### config.mk
export PLATFORM = sky130hd
export DESIGN_NAME = icv_fifo
export DESIGN_NICKNAME = d
export VERILOG_FILES = /design/src/sv/image_convolution_3x3_clamped_macros.svh /design/src/sv/icv_fifo.sv
export SDC_FILE = /design/constraint.sdc
export NUM_CORES = 1
export LEC_CHECK = 0
export BUFFER_PORTS_ARGS = -buffer_cell sky130_fd_sc_hd__buf_4
export CORE_ASPECT_RATIO = 1.5
export CORE_UTILIZATION = 44
export DETAILED_ROUTE_END_ITERATION = 8
export GPL_ROUTABILITY_DRIVEN = 1
export PLACE_DENSITY_LB_ADDON = 0.12
export SYNTH_ARGS = -nofsm -noshare
export SYNTH_HDL_FRONTEND = slang
export SYNTH_SLANG_ARGS = --single-unit
### constraint.sdc
create_clock -name clk -period 2.2 [get_ports clk]
set_input_delay 0.44 -clock clk [delete_from_list [all_inputs] [get_ports clk]]
set_output_delay 0.44 -clock clk [all_outputs]
set_load 0.03 [all_outputs]
### src/sv/image_convolution_3x3_clamped_macros.svh
// Assertion macros shared by the convolution block.
`ifndef IMAGE_CONVOLUTION_3X3_CLAMPED_MACROS_SVH
`define IMAGE_CONVOLUTION_3X3_CLAMPED_MACROS_SVH

// Same-cycle implication, checked on every rising clock edge out of reset.
`define ICV_ASSERT_NOW(label, ante, cons, msg) \
    label: assert property (@(posedge clk) disable iff (!rst_n) (ante) |-> (cons)) \
        else $error(msg);

// Next-cycle implication, checked on every rising clock edge out of reset.
`define ICV_ASSERT_NEXT(label, ante, cons, msg) \
    label: assert property (@(posedge clk) disable iff (!rst_n) (ante) |=> (cons)) \
        else $error(msg);

`endif

### src/sv/icv_fifo.sv
module icv_fifo #(
    parameter int DATA_W = 8,
    parameter int DEPTH  = 4
) (
    input  logic              clk,
    input  logic              rst_n,
    input  logic              push,
    input  logic [DATA_W-1:0] push_data,
    input  logic              pop,
    output logic [DATA_W-1:0] pop_data,
    output logic              full,
    output logic              empty
);
    localparam int PTR_W = (DEPTH > 1) ? $clog2(DEPTH) : 1;
    localparam int CNT_W = $clog2(DEPTH + 1);

    logic [DATA_W-1:0] entry_reg [DEPTH];
    logic [PTR_W-1:0]  wr_ptr_reg, rd_ptr_reg;
    logic [CNT_W-1:0]  count_reg;

    assign full     = (count_reg == CNT_W'(DEPTH));
    assign empty    = (count_reg == '0);
    assign pop_data = entry_reg[rd_ptr_reg];

    always_ff @(posedge clk)
    begin
        if (push)
        begin
            entry_reg[wr_ptr_reg] <= push_data;
        end
    end

    always_ff @(posedge clk or negedge rst_n)
    begin
        if (!rst_n)
        begin
            wr_ptr_reg <= '0;
            rd_ptr_reg <= '0;
            count_reg  <= '0;
        end
        else
        begin
            if (push)
            begin
                wr_ptr_reg <= (wr_ptr_reg == PTR_W'(DEPTH - 1)) ? '0 : wr_ptr_reg + 1'b1;
            end
            if (pop)
            begin
                rd_ptr_reg <= (rd_ptr_reg == PTR_W'(DEPTH - 1)) ? '0 : rd_ptr_reg + 1'b1;
            end
            if (push && !pop)
            begin
                count_reg <= count_reg + 1'b1;
            end
            else if (pop && !push)
            begin
                count_reg <= count_reg - 1'b1;
            end
        end
    end
endmodule

# After elaboration in Yosys (flattened, before gate mapping)
# Memories as Yosys holds them, arrays and structs flattened.
# Cells that the tools add are included.
# classes
reduce_logical	6
add_sub_neg	4
mux	6
eq_ne	3
# op_table
cell	count
3-bit 2-to-1 mux	2
2-bit by 1-bit adder with 2-bit output (second input constant)	2
2-bit equality test (second input constant)	2
2-bit 2-to-1 mux	2
3-bit by 1-bit adder with 3-bit output (second input constant)	1
3-bit equality test (second input constant)	1
3-bit logical NOT	1
3-bit by 1-bit subtractor with 3-bit output (second input constant)	1
1-bit logical AND	2
1-bit logical NOT	2
1-bit 2-to-1 mux	2
2-bit nonzero test	1
# totals
reg_bits	7
out_inout_bits	10
mem_count	1
ramBits	32
input_bits	12
word_cells	23
# mem_list
memory	depth	width	rd	rd_ports_with_merged_regs	write_ports	line_no	source
entry_reg	4	8	1	0	1	icv_fifo.sv:17	logic [DATA_W-1:0] entry_reg [DEPTH];

# Longest topological paths before layout
# logic_depth
depth_word	4
depth_mapped	7
mapped_depth_nobuf	7

# Least setup slack after synthesis
# No wires, ideal clock.
# synth_path
kind	register to output
startpoint	register count_reg[0]
endpoint	output port full
path_stages_with_launch	2
required_ps	1760
slack_ps	600
n_path_buf	0
arrival_time_ps	1160
cell_sequence	dfrtp_1 -> nor3b_1
# synth_via
elab_chain_len	1
# synth_rtl
element	line_no	source
from (decl)	icv_fifo.sv:19	logic [CNT_W-1:0] count_reg;
from (signal assigned)	icv_fifo.sv:53	count_reg <= count_reg + 1'b1;
from (signal assigned)	icv_fifo.sv:57	count_reg <= count_reg - 1'b1;
3-bit equality test	icv_fifo.sv:21	assign full = (count_reg == CNT_W'(DEPTH));
to (decl)	icv_fifo.sv:11	output logic full,
# No other way between the ends.

# Final worst setup path
# layout_path
startpoint	register rd_ptr_reg[0]
endpoint	output port pop_data[1]
# layout_via
elab_chain_len	1
# layout_rtl
element	line_no	source
from (decl)	icv_fifo.sv:18	logic [PTR_W-1:0] wr_ptr_reg, rd_ptr_reg;
from (signal assigned)	icv_fifo.sv:49	rd_ptr_reg <= (rd_ptr_reg == PTR_W'(DEPTH - 1)) ? '0 : rd_ptr_reg + 1'b1;
memory read 4 x 8 bit	n/a	
to (decl)	icv_fifo.sv:10	output logic [DATA_W-1:0] pop_data,
# No other way between the ends.

==> flow_summary.toml <==
[worst_setup_path]
critical_path_arrival_ns = 1.58
crit_path_end_kind = "primary output"
worstPathMaxFanout = 11
crit_path_start_kind = "register"
crit_required_ns = 1.76
timing_worst_setup_path_type = "register to primary output"

[floorplan]
io-pin-count = 22
floorplan.rows = 26
die_width_um = 50.8
initial_core_util_pct = 46.0
fp.coreArea_mm2 = 0.00342
die_height_um = 75.2
area_enclosed_by_the_die_boundary_mm2 = 0.00382

[power_and_ir_drop]
pwr_density_cell_mw_per_mm2 = 1290
totalPowerFinal_uw = 2380
p_leak_uw = 0.000692
vdd.ir_drop.worst_mv = 0.694

[routing]
detail_route.wl_per_cell_um = 14.9
remaining_drc_errors = 0
route.detailed.vias_per_inst = 4.97
routed-via-count = 741
postRouteAntennaNets = 0
drt-initial-drc-count = 31
detail_route.wirelength_mm = 2.23
drt-pass1-iter-count = 3

[yosys]
yosys-top-cells-area = "sky130_fd_sc_hd__edfxtp_1 61%, sky130_fd_sc_hd__mux4_2 11%, sky130_fd_sc_hd__dfrtp_1 11%"
async_reset_ff_share_pct = 17.9
ys.flop_type = "sky130_fd_sc_hd__edfxtp_1"
synth_enable_flop_cells = 32
synth.yosys.warnings = 0
synthesis.area_per_instance_um2 = 19.9
synth.cell_area_mm2 = 0.00157
synth_top_cell_by_area = "sky130_fd_sc_hd__edfxtp_1"
postSynthCellCount = 79
synth.cells.most_frequent = "32 x sky130_fd_sc_hd__edfxtp_1, 8 x sky130_fd_sc_hd__mux4_2, 7 x sky130_fd_sc_hd__dfrtp_1"
ys_types = 18
synthDominantCellAreaShare_pct = 61.2
synth_nets = 98
share_of_synthesized_area_occupied_by_flip_flops_and_latches_pct = 72.4
synth.most_common_cell = "sky130_fd_sc_hd__edfxtp_1"
synth-seq-cells = 39

[timing]
slew-limit-headroom_pct = 70.0
timing.final.setup_violations = 0
fin_skew_ns = 0.00513
fin_setup_tns_ns = 0
worstMarginPinSlew_ns = 0.450
minimum_clock_period_ns = 2.02
unrepaired_setup_endpoints_after_global_routing = "false"
timing.final.max_slew_violations = 0
finalHoldViolCount = 0
fmax_ghz = 0.495
finalCritPeriodShare_pct = 91.8

[clock_tree]
clockBufferDepth = 2
cts_post_setup_buffers_inserted = 0
clock-root-buffer = "sky130_fd_sc_hd__clkbuf_8"
h_tree_depth_reported_by_cts = 2
cts.reportedPaths.clkPinSlew_ns = 0.07
tritoncts = "yes"
clock_sink_count = 39
cts-buffers-inserted = 5
clock_latency_ns = 0.28

[final_layout]
antennaDiodeCount = 0
largest_register_ffs = 32
nFillCells = 294
area_delta_synth_final_pct = 18.2
nNetsFinal = 125
layout-drive-gt1-share_pct = 35.5

[global_route]
first_global_vias = 796
grt_antenna_before_repair = 0
globalRoute.totalOverflow = 0
grt_first_pass_wirelength_mm = 3.57
grt.total_usage_pct = 14.1
grt_start_max_net_pins = 12

[hold_path]
worst_hold_path_type = "input port to register"

[run_status]
run_status = "completed"

[place]
gpl.final_weighted_congestion = 0.651
numPortBuffers = 21

[run]
max-cap-violations = 0
per-stage QoR:
| stage | instances | instance area [µm²] | hold WS (ns) | worst slack, ns | util (%) |
|---|---|---|---|---|---|
| after floorplan | 79 | 1570 | 0.144 | 0.600 | - |
| after global placement | 140 | 1760 | 0.257 | 0.277 | 51.6 |
| after detailed placement | 140 | 1760 | 0.259 | 0.238 | 51.6 |
| after CTS | 149 | 1860 | 0.346 | 0.134 | 54.3 |
| after global routing | 149 | 1860 | 0.339 | 0.0920 | 54.3 |
| final | 149 | 1860 | 0.360 | 0.181 | 54.3 |
per-layer routing:
layer	part of all wire, %	GRT usage, %
met4	0.72	7.41
met3	4.4	6.46
met1	39	14.0
met2	56	24.4
met5	0	0
layout make-up:
cell class | instances | area [µm²] | area share, %
clock buffer | 8 | 80.1 | 4.32
inverter | 5 | 18.8 | 1.01
multi-input combinational | 33 | 399 | 21.5
sequential | 39 | 1140 | 61.3
tap | 42 | 52.6 | 2.83
timing repair buffer | 22 | 168 | 9.04
placed cells by master (no fill, tap or decap), types with 2 or more instances in the layout:
cell type                  count
sky130_fd_sc_hd__o21ai_0       2
sky130_fd_sc_hd__edfxtp_1     32
sky130_fd_sc_hd__dfrtp_1       6
sky130_fd_sc_hd__and2_1        4
sky130_fd_sc_hd__buf_4        21
sky130_fd_sc_hd__nor2_1        2
sky130_fd_sc_hd__inv_1         5
sky130_fd_sc_hd__ha_1          6
sky130_fd_sc_hd__clkbuf_1      3
sky130_fd_sc_hd__xor2_1        2
sky130_fd_sc_hd__clkbuf_8      5
sky130_fd_sc_hd__mux4_2        8
sky130_fd_sc_hd__mux2_2        3
path summary, 6_finish.rpt:
| check | from | to | slack [ns] | cells after the start |
|---|---|---|---|---|
| max | rd_ptr_reg[0] | pop_data[1] | 0.18 | 2 |
| min | push_data[3] | entry_reg[0][3] | 0.36 | 1 |
| max reg2reg | wr_ptr_reg[0] | entry_reg[0][2] | 0.76 | 3 |
| min reg2reg | count_reg[2] | count_reg[2] | 0.49 | 1 |
| max in group asynchronous | rst_n | rd_ptr_reg[0] | 1.56 | 2 |
| min in group asynchronous | rst_n | wr_ptr_reg[1] | 0.50 | 2 |
power breakdown:
part	switching (µW)	total (µW)	internal (µW)
Combinational	430	827	396
Clock	207	431	225
Sequential	153	1130	974
Total	790	2380	1600
cell families (layout without fill, tap and decap cells):
group	Yosys count	count (layout)	share of synthesized area [%]
flops	39	39	72.4
mux	11	11	13.6
simple gates	10	10	3.43
fa+ha+maj	7	7	6.06
buf+inv	7	35	2.23
xor+xnor	3	3	1.67
compound gates	2	2	0.637
what timing repair did:
| action | CTS | global route |
|---|---|---|
| endpoints found under the setup margin | 8 | 0 |
| resized for setup | 1 | 0 |
| hold buffers | 1 | 0 |
| hold endpoints to repair | 7 | 0 |
critical path, cell delays in order, from the launching register on:
cell	delay, ns
sky130_fd_sc_hd__dfrtp_2	0.57
sky130_fd_sc_hd__mux4_2	0.55
sky130_fd_sc_hd__buf_4	0.18
Note: power is estimated with default switching activity, not from simulation.
