--- src/sv/image_convolution_3x3_clamped_macros.svh ---
// Assertion macros shared by the convolution block.
`ifndef IMAGE_CONVOLUTION_3X3_CLAMPED_MACROS_SVH
`define IMAGE_CONVOLUTION_3X3_CLAMPED_MACROS_SVH

// Same-cycle implication, checked on every rising clock edge out of reset.
`define ICV_ASSERT_NOW(label, ante, cons, msg) \
    label: assert property (@(posedge clk) disable iff (!rst_n) (ante) |-> (cons)) \
        else $error(msg);

// Next-cycle implication, checked on every rising clock edge out of reset.
`define ICV_ASSERT_NEXT(label, ante, cons, msg) \
    label: assert property (@(posedge clk) disable iff (!rst_n) (ante) |=> (cons)) \
        else $error(msg);

`endif

--- src/sv/icv_pkg.sv ---
package icv_pkg;

    localparam int KERNEL_SIZE   = 3;
    localparam int MAX_WIDTH_DEF = 1024;
    localparam int MAX_HEIGHT    = 1024;
    localparam int FIFO_DEPTH    = 4;

    // Register indexes on the configuration port.
    localparam logic [2:0] REG_COEFF_TOP    = 3'd0;
    localparam logic [2:0] REG_COEFF_MID    = 3'd1;
    localparam logic [2:0] REG_COEFF_BOTTOM = 3'd2;
    localparam logic [2:0] REG_GAIN         = 3'd3;
    localparam logic [2:0] REG_BASE_COLOR   = 3'd4;
    localparam logic [2:0] REG_LAST_COLOR   = 3'd5;
    localparam logic [2:0] REG_IMAGE_WIDTH  = 3'd6;
    localparam logic [2:0] REG_IMAGE_HEIGHT = 3'd7;

    localparam logic [23:0] RST_COEFF_TOP    = 24'h000000;
    localparam logic [23:0] RST_COEFF_MID    = 24'h000100;
    localparam logic [23:0] RST_COEFF_BOTTOM = 24'h000000;
    localparam logic [7:0]  RST_GAIN         = 8'd1;
    localparam logic [7:0]  RST_BASE_COLOR   = 8'd0;
    localparam logic [7:0]  RST_LAST_COLOR   = 8'd255;
    localparam logic [10:0] RST_IMAGE_WIDTH  = 11'd320;
    localparam logic [10:0] RST_IMAGE_HEIGHT = 11'd256;

    localparam int PROD_W = 17;
    localparam int SUM_W  = 20;
    localparam int VAL_W  = 28;

    // One classified item on its way from the front to the back.
    typedef struct packed {
        logic [7:0] pixel;
        logic       emit;
        logic       last;
        logic [2:0] row_ok;
        logic [2:0] col_ok;
    } icv_item_t;

    typedef struct packed {
        logic [23:0]        coeff_top;
        logic [23:0]        coeff_mid;
        logic [23:0]        coeff_bottom;
        logic signed [7:0]  gain;
        logic [7:0]         base_color;
        logic [7:0]         last_color;
    } icv_cfg_t;

    typedef struct packed {
        logic push;
        logic last;
        logic at_origin;
    } icv_front_stat_t;

    typedef struct packed {
        logic busy;
        logic out_load;
    } icv_back_stat_t;

endpackage

--- src/sv/icv_front.sv ---
module icv_front #(
    parameter int MAX_WIDTH = 1024
) (
    input  logic                         clk,
    input  logic                         rst_n,
    input  logic                         in_valid,
    output logic                         in_ready,
    input  logic [7:0]                   pixel_in,
    input  logic                         fill,
    input  logic [10:0]                  image_width,
    input  logic [10:0]                  image_height,
    input  logic                         fifo_full,
    output logic                         push,
    output icv_pkg::icv_item_t           item,
    output logic [$clog2(MAX_WIDTH)-1:0] column,
    output icv_pkg::icv_front_stat_t     stat
);
    import icv_pkg::*;

    localparam int COL_W = $clog2(MAX_WIDTH);
    localparam int GW    = 14;

    logic [COL_W-1:0] col_reg;
    logic [10:0]      row_reg;
    logic [GW-1:0]    w_eff, h_eff, ic_x, ir_x, cx, cy;
    logic             restart, emit, last;
    logic [COL_W-1:0] ic;
    logic [10:0]      ir;

    always_comb
    begin
        w_eff = GW'(image_width);
        if (w_eff == '0)
        begin
            w_eff = GW'(1);
        end
        else if (w_eff > GW'(MAX_WIDTH))
        begin
            w_eff = GW'(MAX_WIDTH);
        end
        h_eff = GW'(image_height);
        if (h_eff == '0)
        begin
            h_eff = GW'(1);
        end
        else if (h_eff > GW'(MAX_HEIGHT))
        begin
            h_eff = GW'(MAX_HEIGHT);
        end
    end

    assign restart = (GW'(col_reg) >= w_eff) || (GW'(row_reg) > h_eff + GW'(1));
    assign ic      = restart ? '0 : col_reg;
    assign ir      = restart ? '0 : row_reg;
    assign ic_x    = GW'(ic);
    assign ir_x    = GW'(ir);
    assign emit    = (ir_x >= GW'(2)) || ((ir_x == GW'(1)) && (ic_x != '0));

    // The centre sits one row and one pixel behind the input position.
    assign cx = (ic_x != '0) ? ic_x - GW'(1) : w_eff - GW'(1);
    assign cy = (ic_x != '0) ? ir_x - GW'(1) : ir_x - GW'(2);
    assign last = emit && (cy == h_eff - GW'(1)) && (cx == w_eff - GW'(1));

    assign in_ready = !fifo_full;
    assign push     = in_valid && !fifo_full;
    assign column   = ic;

    always_comb
    begin
        item.pixel     = fill ? 8'd0 : pixel_in;
        item.emit      = emit;
        item.last      = last;
        item.row_ok[0] = (cy != '0) && (cy - GW'(1) < h_eff);
        item.row_ok[1] = (cy < h_eff);
        item.row_ok[2] = (cy + GW'(1) < h_eff);
        item.col_ok[0] = (cx != '0);
        item.col_ok[1] = 1'b1;
        item.col_ok[2] = (cx + GW'(1) < w_eff);
    end

    assign stat.push      = push;
    assign stat.last      = last;
    assign stat.at_origin = (col_reg == '0) && (row_reg == '0);

    always_ff @(posedge clk or negedge rst_n)
    begin
        if (!rst_n)
        begin
            col_reg <= '0;
            row_reg <= '0;
        end
        else if (push)
        begin
            if (last)
            begin
                col_reg <= '0;
                row_reg <= '0;
            end
            else if (ic_x + GW'(1) >= w_eff)
            begin
                col_reg <= '0;
                row_reg <= ir + 11'd1;
            end
            else
            begin
                col_reg <= ic + 1'b1;
                row_reg <= ir;
            end
        end
    end
endmodule

--- config.mk ---
export PLATFORM = sky130hd
export DESIGN_NAME = icv_front
export DESIGN_NICKNAME = d
export VERILOG_FILES = /design/src/sv/image_convolution_3x3_clamped_macros.svh /design/src/sv/icv_pkg.sv /design/src/sv/icv_front.sv
export SDC_FILE = /design/constraint.sdc
export NUM_CORES = 1
export LEC_CHECK = 0
export ABC_AREA = 1
export BUFFER_PORTS_ARGS = -buffer_cell sky130_fd_sc_hd__buf_2
export CORE_MARGIN = 2
export CORE_UTILIZATION = 35
export DETAILED_ROUTE_END_ITERATION = 10
export PLACE_DENSITY = 0.62
export SLEW_MARGIN = 5
export SYNTH_ARGS = -nofsm -noshare
export SYNTH_HDL_FRONTEND = slang
export SYNTH_SLANG_ARGS = --single-unit
--- constraint.sdc ---
create_clock -name clk -period 7.4 [get_ports clk]
set_input_delay 0.37 -clock clk [delete_from_list [all_inputs] [get_ports clk]]
set_output_delay 0.37 -clock clk [all_outputs]
set_load 0.05 [all_outputs]
==> After elaboration in Yosys (flattened, before gate mapping) <==
Cells that the tools add are included.
{ "totals": {"regBits": 21, "inputBits": 35, "out_inout_bits": 31} }
{ "op_classes": {"n_addsub": 12, "n_lt_le_gt_ge": 10, "n_eq_ne": 3, "mux": 13, "reduce_logical": 16} }
{ "ops": {"columns": ["operator", "n"], "rows": [
  ["11-bit 2-to-1 mux", 6],
  ["14-bit < comparator", 4],
  ["14-bit by 1-bit adder with 14-bit output, second input constant", 3],
  ["14-bit 2-to-1 mux", 3],
  ["14-bit nonzero test", 3],
  ["14-bit by 1-bit subtractor with 14-bit output, second input constant", 3],
  ["11-bit zero test", 3],
  ["10-bit 2-to-1 mux", 3],
  ["14-bit == test", 2],
  ["11-bit > comparator, second input constant", 2],
  ["10-bit by 14-bit >= comparator with 1-bit output", 1],
  ["11-bit by 14-bit >= comparator with 1-bit output", 1],
  ["11-bit by 14-bit > comparator with 1-bit output", 1],
  ["11-bit by 1-bit subtractor with 12-bit output, second input constant", 1],
  ["11-bit by 2-bit subtractor with 12-bit output, second input constant", 1],
  ["10-bit by 1-bit adder with 11-bit output, second input constant", 1],
  ["11-bit by 1-bit adder with 11-bit output, second input constant", 1],
  ["11-bit by 1-bit == test with 1-bit output, second input constant", 1],
  ["11-bit by 2-bit >= comparator with 1-bit output, second input constant", 1],
  ["10-bit by 1-bit subtractor with 11-bit output, second input constant", 1],
  ["10-bit by 1-bit adder with 10-bit output, second input constant", 1],
  ["10-bit zero test", 1],
  ["8-bit 2-to-1 mux", 1],
  ["1-bit logical AND", 6],
  ["2 further kinds", 3]
]} }

==> Longest topological paths before layout <==
Gate-level depths: netlist (run 1).
{ "logic_depth": {"word_depth": 13, "ltp_mapped": 50, "ltp_nobuf": 49} }

==> Worst setup path before layout (run 1) <==
Ideal clock, no wire load.
{ "synth_path": {"path_type": "in2out", "start": "input image_height[3]", "end": "output item[3] in the netlist's numbering", "arrival_time_ns": 7.308, "t_required_ns": 7.030, "slack_ns": -0.278, "stages": 42, "path_cell_list": "inv_1 > nand2_1 > nor3_1 > nor2_1 > nor2_1 > inv_1 > nor3_1 > inv_1 > nor3_1 > nand2_1 > nor2_1 > nand2_1 > xor2_1 > ha_1 > nand3_1 > nor2_1 > nand4_1 > nand2_4 > [6 not listed] > nor2_4 > nand3_2 > buf_2 > nand2_1 > nand2_2 > ha_1 > inv_1 > nor3_2 > nand3_1 > nor2_1 > xor2_1 > ha_1 > a21oi_1 > nor2_1 > o31a_1 > nor3_1 > o21ai_1 > nor2_1"} }
{ "synth_rtl": {"columns": ["item", "line_no", "source"], "rows": [
  ["from (decl)", "icv_front.sv:11", "input logic [10:0] image_height,"],
  ["to (decl)", "icv_front.sv:14", "output icv_pkg::icv_item_t item,"]
]} }

==> results of run 1 <==
-- cells by family after synthesis --
logic type	share of synthesized area, %
and+or+nand+nor	42.2
buffers and inverters	12.8
AOI/OAI and AO/OA	10.2
adders and majority gates	17.8
xor gates and xnor gates	8.56
DFF	8.31
other	0.0593
-- synthesized netlist by cell type (12+ instances only) --
| cell type | count |
|---|---|
| a21oi_1 | 38 |
| dfrtp_1 | 21 |
| ha_1 | 90 |
| inv_1 | 164 |
| nand2_1 | 287 |
| nand3_1 | 82 |
| nand4_1 | 21 |
| nor2_1 | 132 |
| nor2_2 | 12 |
| nor3_1 | 15 |
| o21ai_0 | 30 |
| xor2_1 | 49 |
-- layout make-up --
type / count / area share [%]
flip-flops and latches: 21 / 7.42
well taps: 229 / 4.04
clock buffers: 3 / 1.06
multi-input cells: 852 / 71.5
clock inverters: 1 / 0.106
inverters: 174 / 9.22
repair buffers: 81 / 6.68
-- what timing repair did --
action	4_1_cts	5_1_grt
hold buffers	0	0
setup buffers	0	8
gates resized for setup	0	28
setup endpoints to repair	0	17
hold endpoints to repair	0	0
-- per-stage QoR --
stage,area (µm²),worst slack [ns],std cells
floorplan,6330,0.0506,1067
global placement,6850,0.110,1349
detailed placement,6850,0.113,1349
CTS,6930,0.0909,1353
global route,7080,-0.00596,1361
finish,7080,0.622,1361
-- per-layer routing --
| layer | up-vias | track usage (%) | wire length [µm] |
|---|---|---|---|
| met3 | 12 | 0.762 | 662 |
| li1 | 3536 | - | - |
| met4 | 0 | 2.85 | 135 |
| met5 | - | 0 | 0 |
| met2 | 167 | 33.1 | 8890 |
| met1 | 3079 | 27.3 | 9190 |
-- worst max path at each step --
| stage | start | endpoint | slack (ns) | cells past startpoint |
|---|---|---|---|---|
| 3_5_place_dp | image_height[3] | item[3] | 0.11 | 41 |
| 6_report | image_height[3] | item[3] | 0.62 | 45 |
| 2_1_floorplan | image_height[3] | item[3] | 0.05 | 42 |
| 5_1_grt | image_height[3] | item[2] | -0.006 | 44 |
| 3_3_place_gp | image_height[3] | item[3] | 0.11 | 41 |
| 4_1_cts | image_height[3] | item[3] | 0.09 | 41 |
==> impl_metrics.tcl, run 1 <==
set metrics [dict create \
    outcome "finished clean" \
    chipWidth_um 138 \
    synth_enable_flop_cells 0 \
    vias 6794 \
    final_cell_mix "284 x nand2_1, 162 x inv_1, 127 x nor2_1" \
    drtAntennaViolNets 0 \
    core_mm2 0.0178 \
    max_stage_delay_ns 0.28 \
    synth.avg_cell_area_um2 5.93 \
    synthTopCellsByArea "ha_1 18%, nand2_1 17%, inv_1 9.7%, dfrtp_1 8.3%, nor2_1 7.8%" \
    grt_max_degree 29 \
    synth_top_area_share_pct 17.8 \
    cts.clk_slew.worst_paths_ns 0.06 \
    yosysSeqAreaShare_pct 8.31 \
    yosys_most_used_dff "dfrtp_1" \
    critPathLaunchType "input port" \
    io_buffer_count 64 \
    antenna_found_initial 0 \
    path_buf_inv 7 \
    end_kind "output port" \
    timing.final.crit_share_pct 91.6 \
    cpMostUsedCell "nand2_1" \
    syn_inst 1067 \
    syn-cell-area_mm2 0.00633 \
    cts_sinks 21 \
    drive_above_1_share_pct 14.6 \
    path_max_fanout 7 \
    ys_ff_latch 21 \
    yosysWarnings 0 \
    ys_types 47 \
    via_per_inst 4.99 \
    numCtsBuffers 3 \
    worstHoldPathType "in -> async" \
    reg2reg_from "col_reg[4]$_DFFE_PN0P_" \
    io_pins 66 \
    grt_overflow_total 0 \
    wirelength_um 18900 \
    synth_top_area_cell "ha_1" \
    cts_tree "done" \
    final-setup-viol-count 0 \
    fmax_mhz 148 \
    critical_path.top_delay_family "simple AND/OR/NAND/NOR gates" \
    htreeDepth 1 \
    setup-tns-final_ns 0 \
    cp.arrival_ns 6.41 \
    reg2reg_depth 33 \
    antenna_cells 0 \
    initial_core_util_pct 35.5 \
    layout_commonest_cell "nand2_1" \
    wl_per_cell_um 13.9 \
    drt_iter0_drc 427 \
    synth_fp_nets 1192 \
    syn_to_final_growth_pct 12.0 \
    rows 49 \
    drv_cap 0 \
    r2r-end "row_reg[8]$_DFFE_PN0P_" \
    drv_slew 0 \
    ys_async_sr_fraction_pct 100 \
    required_ns 7.03 \
    clk_path_buf_depth 2 \
    relSlewSlack_pct 39.3 \
    reg2reg_slack_ns 2.22 \
    worst-slew-pin-transition_ns 0.909 \
    place_congestion 0.942 \
    cts_root_buf "clkbuf_16" \
    worstSetupPathType "in -> out" \
    largest_reg_flops 11 \
    seq_area_um2 526 \
    grt_usage_pct 19.2 \
    post-route-min-period_ns 6.78 \
    multi_input_area_mm2 0.00506 \
    fin_skew_ns 0.00491 \
    final_hold_viol_count 0 \
    slowest_stage "ha_1" \
    nets 1258 \
    detailed_place_hpwl_um 15900 \
    whs_ns 0.0703 \
    fin_util_pct 39.7 \
    clk_latency_ns 0.25 \
    drtPass1Iterations 5 \
    chipHeight_um 138 \
    grt_pass1_wl_um 31100 \
    n_fill_cell 1966 \
    drcViolationCount 0 \
    die_area_mm2 0.0192 \
    grt_pass1_vias 6248 \
]
Power of run 1 is left out: the tool's default activity adds up to more than one toggle a clock period on the data nets, which glitch-free logic cannot reach.
==> run 2, diff against run 1 <==
--- a/config.mk
+++ b/config.mk
@@ -8,9 +8,9 @@
 export ABC_AREA = 1
 export BUFFER_PORTS_ARGS = -buffer_cell sky130_fd_sc_hd__buf_2
 export CORE_MARGIN = 2
-export CORE_UTILIZATION = 35
+export CORE_UTILIZATION = 60
 export DETAILED_ROUTE_END_ITERATION = 10
-export PLACE_DENSITY = 0.62
+export PLACE_DENSITY = 0.91
 export SLEW_MARGIN = 5
 export SYNTH_ARGS = -nofsm -noshare
 export SYNTH_HDL_FRONTEND = slang
==> run 2 against run 1 <==
Sequential share of layout area up 0.23 points. Die area down 41%. Final cell count down 6.9%. Fmax down 2.8%. Critical path depth down 4. First-iteration DRC count up 48%. Worst setup slack worse by 0.20 ns. Routed wire length down 3.4%. Non-clock buffer count down 1. Register-to-register slack worse by 0.14 ns. Via count up 5.0%. Cell area down 3.0%.
==> impl_metrics.tcl, run 2 (synthesis results as in run 1) <==
set metrics [dict create \
    dp.cells 1255 \
    detailed_place_hpwl_um 14800 \
    grt_usage_pct 31.8 \
    largest_reg_flops 11 \
    htreeDepth 1 \
    required_ns 7.03 \
    antenna_found_initial 0 \
    worstHoldPathType "in -> async" \
    nets 1257 \
    chipHeight_um 107 \
    post-route-min-period_ns 6.98 \
    place_congestion 0.996 \
    grt_overflow_total 0 \
    final_cell_mix "287 x nand2_1, 164 x inv_1, 129 x nor2_1" \
    cp.arrival_ns 6.61 \
    grt_max_degree 29 \
    core_mm2 0.0103 \
    max_stage_delay_ns 0.32 \
    drive_above_1_share_pct 13.6 \
    syn_to_final_growth_pct 8.62 \
    fmax_mhz 143 \
    fin_cells 1267 \
    io_buffer_count 64 \
    critPathLaunchType "input port" \
    end_kind "output port" \
    antenna_cells 0 \
    timing.final.crit_share_pct 94.3 \
    final_hold_viol_count 0 \
    drt_iter0_drc 632 \
    numCtsBuffers 3 \
    wirelength_um 18200 \
    final-setup-viol-count 0 \
    via_per_inst 5.63 \
    fin_skew_ns 0.00412 \
    worstSetupPathType "in -> out" \
    path_max_fanout 10 \
    relSlewSlack_pct 34.2 \
    vias 7134 \
    worst-slew-pin-transition_ns 0.978 \
    wl_per_cell_um 14.4 \
    drv_cap 0 \
    hold_buffers 0 \
    clk_latency_ns 0.26 \
    grt_pass1_vias 6517 \
    layout_commonest_cell "nand2_1" \
    whs_ns 0.0534 \
    drtAntennaViolNets 0 \
    drtPass1Iterations 6 \
    cts_root_buf "clkbuf_8" \
    io_pins 66 \
    rows 37 \
    grt_pass1_wl_um 29900 \
    chipWidth_um 107 \
    slowest_stage "ha_4" \
    reg2reg_slack_ns 2.08 \
    outcome "finished clean" \
    drv_slew 0 \
    cts_sinks 21 \
    clk_path_buf_depth 2 \
    drcViolationCount 0 \
    cts.clk_slew.worst_paths_ns 0.08 \
    cts_tree "done" \
    initial_core_util_pct 61.6 \
    die_area_mm2 0.0114 \
]
-- run 2: final cells by class --
class / count / area, µm²
Multi-Input combinational cell: 852 / 5030
Timing Repair Buffer: 80 / 445
Clock buffer: 4 / 45.0
Tap cell: 136 / 170
Sequential cell: 21 / 526
Fill cell: 962 / 3410
Inverter: 174 / 653
-- run 2: repair_timing --
action / in CTS / in global routing
buffers inserted: 0 / 8
resized for setup: 0 / 11
endpoints found under the setup margin: 0 / 5
-- run 2: worst paths after layout --
path / to / depth (start not counted) / from
worst max-delay path: item[3] / 41 / image_height[3]
worst min-delay path: row_reg[3]$_DFFE_PN0P_ / 1 / rst_n
worst max register to register: row_reg[8]$_DFFE_PN0P_ / 34 / col_reg[4]$_DFFE_PN0P_
worst min register to register: row_reg[0]$_DFFE_PN0P_ / 2 / row_reg[0]$_DFFE_PN0P_
max in group asynchronous: col_reg[6]$_DFFE_PN0P_ / 1 / rst_n
min in group clk: row_reg[0]$_DFFE_PN0P_ / 2 / row_reg[0]$_DFFE_PN0P_
-- run 2: per-layer routing --
metal | share of wire, % | vias to the layer above | GRT usage [%] | routed length, µm
met5 | 0 | - | 0 | 0
met4 | 3.0 | 0 | 9.83 | 539
met3 | 8.8 | 57 | 2.74 | 1610
met2 | 45 | 342 | 53.6 | 8180
met1 | 43 | 3193 | 43.2 | 7900
li1 | - | 3542 | - | -
-- run 2: worst max-delay path: cells and delay by family --
family	cells	cell delay, ns
adders and majority gates	5	1.23
AOI/OAI and AO/OA	3	0.55
and+or+nand+nor	23	3.03
buffers and inverters	8	1.07
xor gates and xnor gates	2	0.32
-- run 2: metrics by stage --
step / TNS, ns / instance area [µm²] / setup slack [ns] / utilization [%]
2_1_floorplan: 0 / 6330 / 0.0506 / -
3_3_place_gp: 0 / 6720 / 0.361 / 65.4
3_5_place_dp: 0 / 6720 / 0.120 / 65.4
4_1_cts: 0 / 6770 / 0.113 / 65.9
5_1_grt: -0.0658 / 6870 / -0.0488 / 66.9
6_report: 0 / 6870 / 0.424 / 66.9
Power of run 2 is left out for the same reason.
